$ cat src/rtl/core/assert_macros.svh
// ----------------------------------------------------------------------------
// Assertion macros
// Clocked on clk, disabled while arst_n is low.
// ----------------------------------------------------------------------------
`ifndef ASSERT_MACROS_SVH
`define ASSERT_MACROS_SVH

// same-cycle implication
`define SFP_ASSERT_IMP(label, ante, cons, msg) \
	label: assert property (@(posedge clk) disable iff (!arst_n) (ante) |-> (cons)) \
		else $error(msg);

// next-cycle implication
`define SFP_ASSERT_NXT(label, ante, cons, msg) \
	label: assert property (@(posedge clk) disable iff (!arst_n) (ante) |=> (cons)) \
		else $error(msg);

`endif

$ cat src/rtl/core/sfp_pkg.sv
// ----------------------------------------------------------------------------
// sfp_pkg
// Types and constants of the framed serial parser with CRC-16 check.
// ----------------------------------------------------------------------------
package sfp_pkg;

	localparam logic [15:0] CRC_POLY   = 16'h8005;
	localparam logic [7:0]  START_RST  = 8'h24;

	typedef enum logic [2:0] {
		PH_WAIT = 3'd0,
		PH_CMD  = 3'd1,
		PH_SIZE = 3'd2,
		PH_HSUM = 3'd3,
		PH_DATA = 3'd4,
		PH_CRC0 = 3'd5,
		PH_CRC1 = 3'd6
	} phase_t;

	typedef enum logic [1:0] {
		EV_DATA    = 2'd0,
		EV_GOOD    = 2'd1,
		EV_HDR_ERR = 2'd2,
		EV_CRC_ERR = 2'd3
	} ev_kind_t;

endpackage

$ cat src/rtl/core/sfp_crc8.sv
// ----------------------------------------------------------------------------
// sfp_crc8
// One-byte CRC-16 update, polynomial 0x8005, data bits LSB first.
// ----------------------------------------------------------------------------
module sfp_crc8
	import sfp_pkg::*;
(
	input  logic [15:0] crc,
	input  logic [7:0]  data,
	output logic [15:0] crc_next
);

	always_comb begin
		logic [15:0] c;
		c = crc;
		for (int i = 0; i < 8; i++) begin
			if (data[i] != c[15]) begin
				c = {c[14:0], 1'b0} ^ CRC_POLY;
			end else begin
				c = {c[14:0], 1'b0};
			end
		end
		crc_next = c;
	end

endmodule

$ cat config.mk
export PLATFORM = sky130hd
export DESIGN_NAME = sfp_crc8
export DESIGN_NICKNAME = d
export VERILOG_FILES = /design/src/rtl/core/assert_macros.svh /design/src/rtl/core/sfp_pkg.sv /design/src/rtl/core/sfp_crc8.sv
export SDC_FILE = /design/constraint.sdc
export NUM_CORES = 1
export LEC_CHECK = 0
export ABC_AREA = 0
export BUFFER_PORTS_ARGS = -buffer_cell sky130_fd_sc_hd__clkbuf_2
export CAP_MARGIN = 20
export CORE_AREA = 3 3 40 42
export DETAILED_ROUTE_END_ITERATION = 16
export DIE_AREA = 0 0 43 45
export PLACE_DENSITY = 0.64
export SETUP_SLACK_MARGIN = 0.5
export SYNTH_ARGS = -nofsm -noshare
export SYNTH_HDL_FRONTEND = slang
export SYNTH_SLANG_ARGS = --single-unit
$ cat constraint.sdc
create_clock -name vclk -period 4.7
set_input_delay 0.94 -clock vclk [all_inputs]
set_output_delay 0.94 -clock vclk [all_outputs]
set_load 0.1 [all_outputs]
Word-level counts from Yosys, hierarchy flattened
Cells that the tools add are included.
{ "classes": {"eq_ne": 8, "muxes": 8, "bitwise": 8} }
{ "op_table": {"columns": ["operator", "n"], "rows": [
  ["$mux 16", 8],
  ["$not 3->3", 8],
  ["$ne 1x1->1", 8]
]} }
{ "totals": {"register_bits": 0} }

Depth between registers and ports, before layout
Gate-level depths: netlist of run 1.
{ "depth": {"depth_word": 16, "depth_mapped": 4, "ltp_nobuf": 4} }

Worst setup path before layout of run 1
Ideal clock, no wire load.
{ "synth_timing": {"path_kind": "input to output", "from": "input port crc[12]", "to": "output port crc_next[0]", "arrival_time_ns": 4.834, "required_time_ns": 3.760, "slack_ns": -1.074, "path_stages": 4, "n_path_buf": 0, "cell_sequence": "xor2_1 -> xnor2_1 -> xnor2_1 -> xnor2_1"} }
{ "synth_between": {"elab_chain_cells": 14} }
{ "synth_rtl": {"columns": ["element", "line", "rtl"], "rows": [
  ["from (decl)", "sfp_crc8.sv:8", "input logic [15:0] crc,"],
  ["$mux 16 (*) (2 in a row)", "sfp_crc8.sv:17", "if (data[i] != c[15]) begin"],
  ["$not 3->3 (no source line)", null, null],
  ["$mux 16 (*)", "sfp_crc8.sv:17", null],
  ["$ne 1x1->1 (*)", "sfp_crc8.sv:17", null],
  ["$mux 16 (*)", "sfp_crc8.sv:17", null],
  ["$ne 1x1->1 (*)", "sfp_crc8.sv:17", null],
  ["$mux 16 (*)", "sfp_crc8.sv:17", null],
  ["$ne 1x1->1 (*)", "sfp_crc8.sv:17", null],
  ["$mux 16 (*)", "sfp_crc8.sv:17", null],
  ["$ne 1x1->1 (*)", "sfp_crc8.sv:17", null],
  ["$mux 16 (*)", "sfp_crc8.sv:17", null],
  ["$ne 1x1->1 (*)", "sfp_crc8.sv:17", null],
  ["$mux 16 (*)", "sfp_crc8.sv:17", null],
  ["to (decl)", "sfp_crc8.sv:10", "output logic [15:0] crc_next"]
]} }
Every way passes the cells marked *; elsewhere a longest branch is shown, timed or not.

Worst setup path in the final report of run 1
{ "layout_timing": {"from": "input port crc[9]", "to": "output port crc_next[15]"} }
{ "layout_between": {"elab_chain_cells": 11} }
{ "layout_rtl": {"columns": ["element", "line"], "rows": [
  ["$mux 16 (*) (5 in a row)", "sfp_crc8.sv:17"],
  ["$not 3->3 (no source line)", null],
  ["$mux 16 (*)", "sfp_crc8.sv:17"],
  ["$ne 1x1->1 (*)", "sfp_crc8.sv:17"],
  ["$mux 16 (*)", "sfp_crc8.sv:17"],
  ["$ne 1x1->1 (*)", "sfp_crc8.sv:17"],
  ["$mux 16 (*)", "sfp_crc8.sv:17"]
]} }
Marks and branches as above.

==> metrics.csv, run 1 <==
stage,metric,value,unit
route,DR vias,266,
route,top sig layer,met4,
global_routing,GRT Overall Usage,6.84,%
floorplan,die height,45,um
worst_setup_path,Crit Path Max Fanout,3,
route,Post-DRT Antenna Nets,0,
global_routing,vias in the first global route,253,
route,WL met3,133,um
floorplan,Starting Density,23.2,%
yosys,Synth Cell Area,298,sq um
route,met2 wire length,280,um
sta,fmax,0.279,GHz
final_layout,Antenna Cells,0,
final_layout,area added between synthesis and finish,65.5,%
yosys,post-synthesis cell type count,6,
worst_setup_path,CP max-delay cell,xnor2_1,
yosys,top post-synthesis cells by area,"xnor2_1, xnor2_2, xor2_1, buf_4, xnor3_1",
yosys,area share of the largest cell type after synthesis,32.4,%
route,DR pass1 iterations,1,
placement,GP Congestion,0.691,
floorplan,die area,1940,sq um
route,Routed wire per std cell,9.43,um
route,Starting DRT DRC Count,0,
floorplan,Horiz. Die Dim,43,um
global_routing,first-pass GRT wire length,1060,um
final_layout,Final Net Count,79,
yosys,sequential area share after synthesis,0,%
yosys,syn nets,52,
sta,RSZ-0062 raised after global routing,no,
yosys,leading area contributor after synthesis,xnor2_1,
yosys,Syn Area/Cell,10.6,sq um
sta,fin crit share,76.4,%
global_routing,largest net degree at the start of global routing,4,
clock_network,CTS Hold Buffers Added,0,
worst_setup_path,max incr delay on CP,0.52,ns
final_layout,share of layout cells above drive strength 1,75.5,%
sta,Worst Max-Slew Pin Slew,0.636,ns
yosys,Post-Syn Instances,28,
route,residual DRC count,0,
sta,final setup fails,0,
worst_setup_path,"Req. time, crit path",3.76,ns
final_layout,Clock buffer cells,0,
yosys,top-count cell post-synth,xnor2_1,
floorplan,Site Rows,13,
clock_network,post-cts sizing count,0,
sta,Fin Setup TNS,0,ns
floorplan,Core ar.,1280,sq um
hold_path,HP Class,primary input to primary output,
worst_setup_path,CP Class,primary input to primary output,
route,Avg Vias per Cell,3.91,
worst_setup_path,CP startpoint kind,primary input,
status,status,finished clean,
sta,Slew HR,57.3,%
yosys,YS warnings,0,
placement,I/O Buffers,30,
global_routing,Overflow after GRT,0,
final_layout,Seq Cell Count,0,
flow_run,Max-Cap Viols,0,
floorplan,IO Pins,40,
worst_setup_path,critical path endpoint category,primary output,
sta,Final Hold Viols,0,
final_layout,register area,0,sq um
global_routing,initial antenna violation count,0,
worst_setup_path,CP Cell Sequence,clkbuf_2 -> xnor2_1 -> xnor2_4 -> xnor2_1 -> xnor3_1 -> clkbuf_2,
route,Post-Route WL,641,um
sta,minimum clock period,3.59,ns
worst_setup_path,WP data arrival,2.65,ns
yosys,Synth top cells by count,"xnor2_1, buf_4, xnor2_2, xor2_1",
clock_network,Setup Buffers After CTS,0,
route,met1 wire length,211,um
sta,"Slew Viols, Final",0,
[path summary, 6_finish.rpt]
path | slack, ns | to | depth (start not counted) | from
max | 1.11 | crc_next[15] | 6 | crc[9]
min | 1.88 | crc_next[12] | 0 | crc[4]
[cell type report]
cell class | count | area, sq um
Fill cell | 131 | 792
Multi-Input combinational cell | 23 | 324
Tap cell | 15 | 18.8
Timing Repair Buffer | 30 | 150
[logic make-up after synthesis]
logic type / after synthesis / share of synthesized area, %
xor+xnor: 23 / 87.4
buf+inv: 5 / 12.6
[cell usage in the layout (no fill, tap or decap), drive strengths merged]
cell type and instances:
xnor2 16, clkbuf 30, xor2 6, xnor3 1
[critical path: cells and delay by family]
kind,cells,cell delay (ns)
buffers and inverters,2,0.47
xor gates and xnor gates,4,1.24
[layer usage]
| metal | track usage, % | up-vias |
|---|---|---|
| met5 | 0 | - |
| met4 | 1.81 | 0 |
| met3 | 1.20 | 4 |
| met2 | 12.6 | 29 |
| met1 | 8.25 | 104 |
| li1 | - | 129 |
[metrics by stage]
stage / hold slack [ns] / instance area (sq um) / util [%] / setup slack [ns] / cells
after floorplan: 2.09 / 362 / - / 0.629 / 28
after global placement: 1.88 / 493 / 38.4 / 1.14 / 68
after detailed placement: 1.88 / 493 / 38.4 / 1.11 / 68
after CTS: 1.88 / 493 / 38.4 / 1.10 / 68
after global routing: 1.88 / 493 / 38.4 / 0.993 / 68
final: 1.88 / 493 / 38.4 / 1.11 / 68
Power of run 1 is left out: the tool's default activity adds up to more than one toggle a clock period on the data nets, which glitch-free logic cannot reach.
==> run 2, diff against run 1 <==
- PLACE_DENSITY: 0.64 -> 0.66
- clock period: 4.7 -> 2.9 ns (I/O delays scaled with it)
==> metrics.csv, run 2 (synthesized netlist as in run 1, its figures left out) <==
stage,metric,value,unit,change
status,status,finished clean,,unchanged
worst_setup_path,CP most frequent cell,xnor2_4,,
power_and_ir_drop,Logic pwr share,100.0,%,
sta,RSZ-0062 raised after global routing,yes,,was no
worst_setup_path,critical path endpoint category,primary output,,unchanged
final_layout,fill cell count,72,,was 131
hold_path,HP Class,primary input to primary output,,unchanged
floorplan,Site Rows,13,,unchanged
sta,minimum clock period,2.46,ns,
sta,"Slew Viols, Final",0,,unchanged
power_and_ir_drop,Switch Pwr,0.000602,W,
route,Post-DRT Antenna Nets,0,,unchanged
final_layout,fin cells,83,,was 68
floorplan,IO Pins,40,,unchanged
hold_path,hold path depth,0,,unchanged
power_and_ir_drop,Internal,0.000391,W,
sta,fmax,0.406,GHz,
sta,Slew HR,63.7,%,was 57.3%
route,DR pass1 iterations,1,,unchanged
final_layout,Final Net Count,94,,was 79
route,DR vias,342,,was 266
worst_setup_path,WP data arrival,1.88,ns,was 2.65 ns
flow_run,Max-Cap Viols,0,,unchanged
global_routing,Overflow after GRT,0,,unchanged
placement,I/O Buffers,30,,unchanged
sta,final worst setup slack,0.439,ns,was 1.11 ns
sta,final setup fails,0,,unchanged
placement,GP Congestion,0.648,,was 0.691
route,Avg Vias per Cell,4.12,,was 3.91
worst_setup_path,max incr delay on CP,0.42,ns,was 0.52 ns
route,Starting DRT DRC Count,0,,unchanged
sta,worst hold slack,1.16,ns,was 1.88 ns
final_layout,Antenna Cells,0,,unchanged
placement,Post-Place Cells,69,,was 68
worst_setup_path,CP Class,primary input to primary output,,unchanged
power_and_ir_drop,switching share of total power,60.6,%,
route,Routed wire per std cell,13.0,um,was 9.43 um
worst_setup_path,CP startpoint kind,primary input,,unchanged
floorplan,die area,1940,sq um,unchanged
final_layout,area added between synthesis and finish,235,%,was 65.5%
power_and_ir_drop,clock network fraction of total power,0,%,
final_layout,"most common cell after layout, fill and taps aside",clkbuf_2,,unchanged
worst_setup_path,Setup crit start,crc[12],,was crc[9]
sta,fin crit share,84.9,%,
floorplan,Core ar.,1280,sq um,unchanged
power_and_ir_drop,Pleak,0.437,nW,
global_routing,GRT Overall Usage,11.8,%,was 6.84%
placement,pre-CTS setup slack,0.203,ns,was 1.11 ns
floorplan,Starting Density,23.2,%,unchanged
global_routing,largest net degree at the start of global routing,3,,was 4
worst_setup_path,CP max-delay cell,xnor3_4,,was xnor2_1
power_and_ir_drop,PnR Total Power,0.000994,W,
worst_setup_path,"Req. time, crit path",2.32,ns,was 3.76 ns
global_routing,first-pass GRT wire length,1730,um,was 1060 um
final_layout,Seq Cell Count,0,,unchanged
route,residual DRC count,0,,unchanged
sta,Final Hold Viols,0,,unchanged
power_and_ir_drop,pwr/cell area,997,nW/um^2,
route,Post-Route WL,1080,um,was 641 um
floorplan,Horiz. Die Dim,43,um,unchanged
clock_network,CTS Hold Buffers Added,0,,unchanged
power_and_ir_drop,Peak VDD IR,415,uV,
worst_setup_path,worst setup path endpoint,crc_next[15],,unchanged
sta,Worst Max-Slew Pin Slew,0.547,ns,was 0.636 ns
floorplan,die height,45,um,unchanged
final_layout,share of layout cells above drive strength 1,98.5,%,was 75.5%
worst_setup_path,"delay-heaviest family, CP",XOR/XNOR gates,,unchanged
power_and_ir_drop,register share of total power,0,%,
global_routing,vias in the first global route,385,,was 253
worst_setup_path,Worst path depth,6,,unchanged
worst_setup_path,Crit Path Max Fanout,2,,was 3
worst_setup_path,Crit path buffers/inverters,2,,unchanged
final_layout,Clock buffer cells,0,,unchanged
final_layout,register area,0,sq um,unchanged
final_layout,most frequent cells in the layout,"clkbuf_2, xnor2_4, buf_4",,"was clkbuf_2, xnor2_2, xnor2_1"
global_routing,initial antenna violation count,0,,unchanged
worst_setup_path,CP Cell Sequence,buf_8 -> xor2_4 -> xnor2_4 -> xnor2_4 -> xnor3_4 -> buf_12,,was clkbuf_2 -> xnor2_1 -> xnor2_4 -> xnor2_1 -> xnor3_1 -> clkbuf_2
==> run 2: changes by cell type in the layout (fill, tap and decap cells not counted), sizes merged <==
cell    delta
clkbuf    -11
buf       +26
==> run 2: worst min-delay path by stage <==
| stage | start | to | slack [ns] |
|---|---|---|---|
| 4_1_cts | crc[5] | crc_next[13] | 1.16 |
| 3_5_place_dp | crc[5] | crc_next[13] | 1.16 |
| 5_1_grt | crc[5] | crc_next[13] | 1.16 |
| 3_3_place_gp | crc[5] | crc_next[13] | 1.16 |
| 6_report | crc[5] | crc_next[13] | 1.16 |
| 2_1_floorplan | crc[2] | crc_next[10] | 1.37 |
==> run 2: layer usage <==
metal	up-vias	part of all wire [%]	global-route usage, %
met4	0	5.0	1.20
met2	23	67	28.7
met3	8	9.0	0.398
met1	155	18	10.4
li1	156	-	-
met5	-	0	0
==> run 2: what timing repair did <==
action,in CTS,in global routing
setup endpoints to repair,4,4
setup buffers,8,6
cloned,0,0
pin swaps,11,16
resized for setup,8,26
==> run 2: stage by stage <==
stage / util (%) / setup TNS, ns / area (sq um)
6_report: 77.6 / 0 / 997
5_1_grt: 77.6 / 0 / 997
4_1_cts: 68.9 / 0 / 886
3_5_place_dp: 58.5 / 0 / 752
3_3_place_gp: 58.5 / 0 / 752
2_1_floorplan: - / -0.147 / 553
==> run 2: area by class of cell <==
cell class / instances / area (sq um) / share of cell area [%]
timing repair buffer: 45 / 399 / 40.0
multi-input combinational: 23 / 579 / 58.1
tap: 15 / 18.8 / 1.88
==> run 2: power groups by stage <==
stage	Combinational (W)	Clock, W	Sequential [W]
after floorplan	0.000704	0	0
after global placement	0.000897	0	0
after detailed placement	0.000904	0	0
after CTS	0.000954	0	0
after global routing	0.00102	0	0
final	0.000994	0	0
No activity file was read; power rests on OpenSTA's default activity.
==> run 3, diff against run 2 <==
- clock period: 2.9 -> 2.25 ns (I/O delays scaled with it)
==> metrics.csv, run 3 <==
stage,metric,value,unit,change
status,status,stopped before the end,,was finished clean
status,Last stage,global routing (5_1_grt),,
status,Err,[ERROR DPL-0033] detailed placement checks failed during check placement.,,
floorplan,IO Pins,40,,unchanged
yosys,Syn Area/Cell,10.6,sq um,unchanged
placement,GP Congestion,0.668,,was 0.648
yosys,YS warnings,0,,unchanged
floorplan,Starting Density,23.2,%,unchanged
yosys,top post-synthesis cells by area,"xnor2_1, xnor2_2, xor2_1, buf_4, xnor3_1",,unchanged
floorplan,die height,45,um,unchanged
sta,Worst endpoint type,primary output,,
yosys,post-synthesis cell type count,6,,unchanged
yosys,Post-Syn Instances,28,,unchanged
yosys,sequential area share after synthesis,0,%,unchanged
placement,I/O Buffers,30,,unchanged
global_routing,largest net degree at the start of global routing,3,,
yosys,top-count cell post-synth,xnor2_1,,unchanged
global_routing,initial antenna violation count,0,,
floorplan,Site Rows,13,,unchanged
floorplan,Horiz. Die Dim,43,um,unchanged
sta,last worst endpoint in the global-route repair_timing,crc_next[15],,
yosys,leading area contributor after synthesis,xnor2_1,,unchanged
clock_network,CTS Hold Buffers Added,0,,unchanged
yosys,area share of the largest cell type after synthesis,32.4,%,unchanged
yosys,Synth Cell Area,298,sq um,unchanged
yosys,syn nets,52,,unchanged
placement,hpwl dp,945,um,
yosys,Synth top cells by count,"xnor2_1, buf_4, xnor2_2, xor2_1",,unchanged
==> run 3: cell counts after synthesis <==
Identical to the previous run, type by type.
==> run 3: repair_timing <==
action / in CTS
buffers inserted: 8
pin swaps: 5
endpoints found under the setup margin: 10
resized for setup: 18
cloned: 0
==> run 3: logic make-up after synthesis <==
family / synth area share [%]
xor+xnor: 87.4
buf+inv: 12.6
==> run 3: through the flow <==
step	std cells	setup slack [ns]	hold slack, ns	cell area, sq um
global placement	78	0.0299	0.901	963
detailed placement	78	-0.00401	0.901	963
CTS	86	0.00735	0.901	1120
floorplan	28	-0.439	1.10	617
==> run 4, diff against run 3 <==
- CORE_AREA: 3 3 40 42 -> 3 3 64 66
- DIE_AREA: 0 0 43 45 -> 0 0 67 69
- PLACE_DENSITY: 0.66 -> not set
- PLACE_DENSITY_LB_ADDON: not set -> 0.15
- SETUP_SLACK_MARGIN: 0.5 -> not set
- clock period: 2.25 -> 2.9 ns (I/O delays scaled with it)
==> metrics.csv, run 4 (synthesized netlist as in run 1, its figures left out) <==
stage,metric,value,unit,change
status,status,finished clean,,was stopped before the end
flow_run,Max-Cap Viols,0,,
floorplan,Starting Density,8.20,%,was 23.2%
global_routing,initial antenna violation count,0,,
sta,Final Hold Viols,0,,
route,DR vias,273,,
final_layout,Final Net Count,82,,
worst_setup_path,WP data arrival,2.13,ns,
global_routing,vias in the first global route,253,,
route,top sig layer,met3,,
floorplan,Horiz. Die Dim,67,um,was 43 um
route,WL met3,158,um,
worst_setup_path,critical path endpoint category,primary output,,
worst_setup_path,Crit Path Max Fanout,3,,
power_and_ir_drop,register share of total power,0,%,
final_layout,"most common cell after layout, fill and taps aside",clkbuf_2,,
worst_setup_path,CP max-delay cell,xnor3_4,,
sta,Slew HR,63.6,%,
final_layout,fin cells,104,,
route,DR pass1 iterations,2,,
placement,dpl cell area,651,sq um,was 963 sq um
power_and_ir_drop,Internal,0.000288,W,
power_and_ir_drop,pwr/cell area,1280,nW/um^2,
floorplan,Core ar.,3630,sq um,
global_routing,largest net degree at the start of global routing,4,,
final_layout,area added between synthesis and finish,121,%,
final_layout,most frequent cells in the layout,"clkbuf_2, xnor2_2, xnor2_1, xor2_1, xnor2_4",,
power_and_ir_drop,Pleak,0.308,nW,
floorplan,Site Rows,22,,was 13
worst_setup_path,max incr delay on CP,0.48,ns,
worst_setup_path,CP Class,primary input to primary output,,
sta,final setup fails,0,,
global_routing,first-pass GRT wire length,1120,um,
clock_network,Setup Buffers After CTS,0,,was 8
power_and_ir_drop,Logic pwr share,100.0,%,
sta,Worst Max-Slew Pin Slew,0.549,ns,
sta,worst hold slack,1.16,ns,
worst_setup_path,Crit path buffers/inverters,2,,
route,Post-Route WL,757,um,
power_and_ir_drop,switching share of total power,65.9,%,
route,Avg Vias per Cell,2.63,,
global_routing,GRT Overall Usage,2.93,%,
route,Routed wire per std cell,7.28,um,
final_layout,fill cell count,410,,
sta,RSZ-0062 raised after global routing,no,,
route,residual DRC count,0,,
clock_network,CTS Hold Buffers Added,0,,unchanged
worst_setup_path,CP startpoint kind,primary input,,
clock_network,post-cts sizing count,0,,was 18
floorplan,die height,69,um,was 45 um
route,Starting DRT DRC Count,1,,
sta,"Slew Viols, Final",0,,
power_and_ir_drop,clock network fraction of total power,0,%,
floorplan,IO Pins,40,,unchanged
placement,Post-Place Cells,104,,was 78
final_layout,Clock buffer cells,0,,
final_layout,design area,658,sq um,
sta,minimum clock period,2.71,ns,
final_layout,share of layout cells above drive strength 1,85.7,%,
global_routing,Overflow after GRT,0,,
power_and_ir_drop,Peak VDD IR,301,uV,
final_layout,register area,0,sq um,
placement,I/O Buffers,30,,unchanged
route,Post-DRT Antenna Nets,0,,
final_layout,Antenna Cells,0,,
hold_path,HP Class,primary input to primary output,,
placement,hpwl dp,794,um,was 945 um
final_layout,final core occ,18.1,%,
worst_setup_path,"delay-heaviest family, CP",XOR/XNOR gates,,
worst_setup_path,"Req. time, crit path",2.32,ns,
final_layout,Seq Cell Count,0,,
sta,fin crit share,93.3,%,
floorplan,die area,4620,sq um,
sta,fmax,0.370,GHz,
power_and_ir_drop,Switch Pwr,0.000556,W,
placement,GP Congestion,0.653,,was 0.668
worst_setup_path,CP Cell Sequence,clkbuf_2 -> xor2_2 -> xnor2_4 -> xnor2_2 -> xnor3_4 -> buf_12,,
route,met1 wire length,237,um,
route,met2 wire length,361,um,
run 4: worst paths after layout:
path,slack [ns],from,cells after the start,end
max,0.19,crc[12],6,crc_next[15]
min,1.16,crc[3],0,crc_next[11]
run 4: stage by stage:
stage | setup TNS (ns) | setup slack (ns) | power (W)
after detailed placement | 0 | 0.0260 | 0.000851
final | 0 | 0.194 | 0.000844
after CTS | 0 | 0.0131 | 0.000853
after global placement | 0 | 0.0536 | 0.000851
after global routing | 0 | 0.104 | 0.000870
after floorplan | -0.790 | -0.190 | 0.000661
run 4: power groups by stage:
stage | clock, W | sequential, W | combinational, W
floorplan | 0 | 0 | 0.000661
global placement | 0 | 0 | 0.000851
detailed placement | 0 | 0 | 0.000851
CTS | 0 | 0 | 0.000853
global route | 0 | 0 | 0.000870
finish | 0 | 0 | 0.000844
run 4: final cells by class:
| cell class | count | area (sq um) | share of cell area, % |
|---|---|---|---|
| well taps | 48 | 60.1 | 9.13 |
| multi-input cells | 23 | 380 | 57.8 |
| repair buffers | 33 | 218 | 33.1 |
run 4: layer usage:
metal | vias to the layer above | track usage [%]
met5 | - | 0
met4 | 0 | 0
met3 | 0 | 1.30
met2 | 28 | 5.57
met1 | 110 | 3.06
li1 | 135 | -
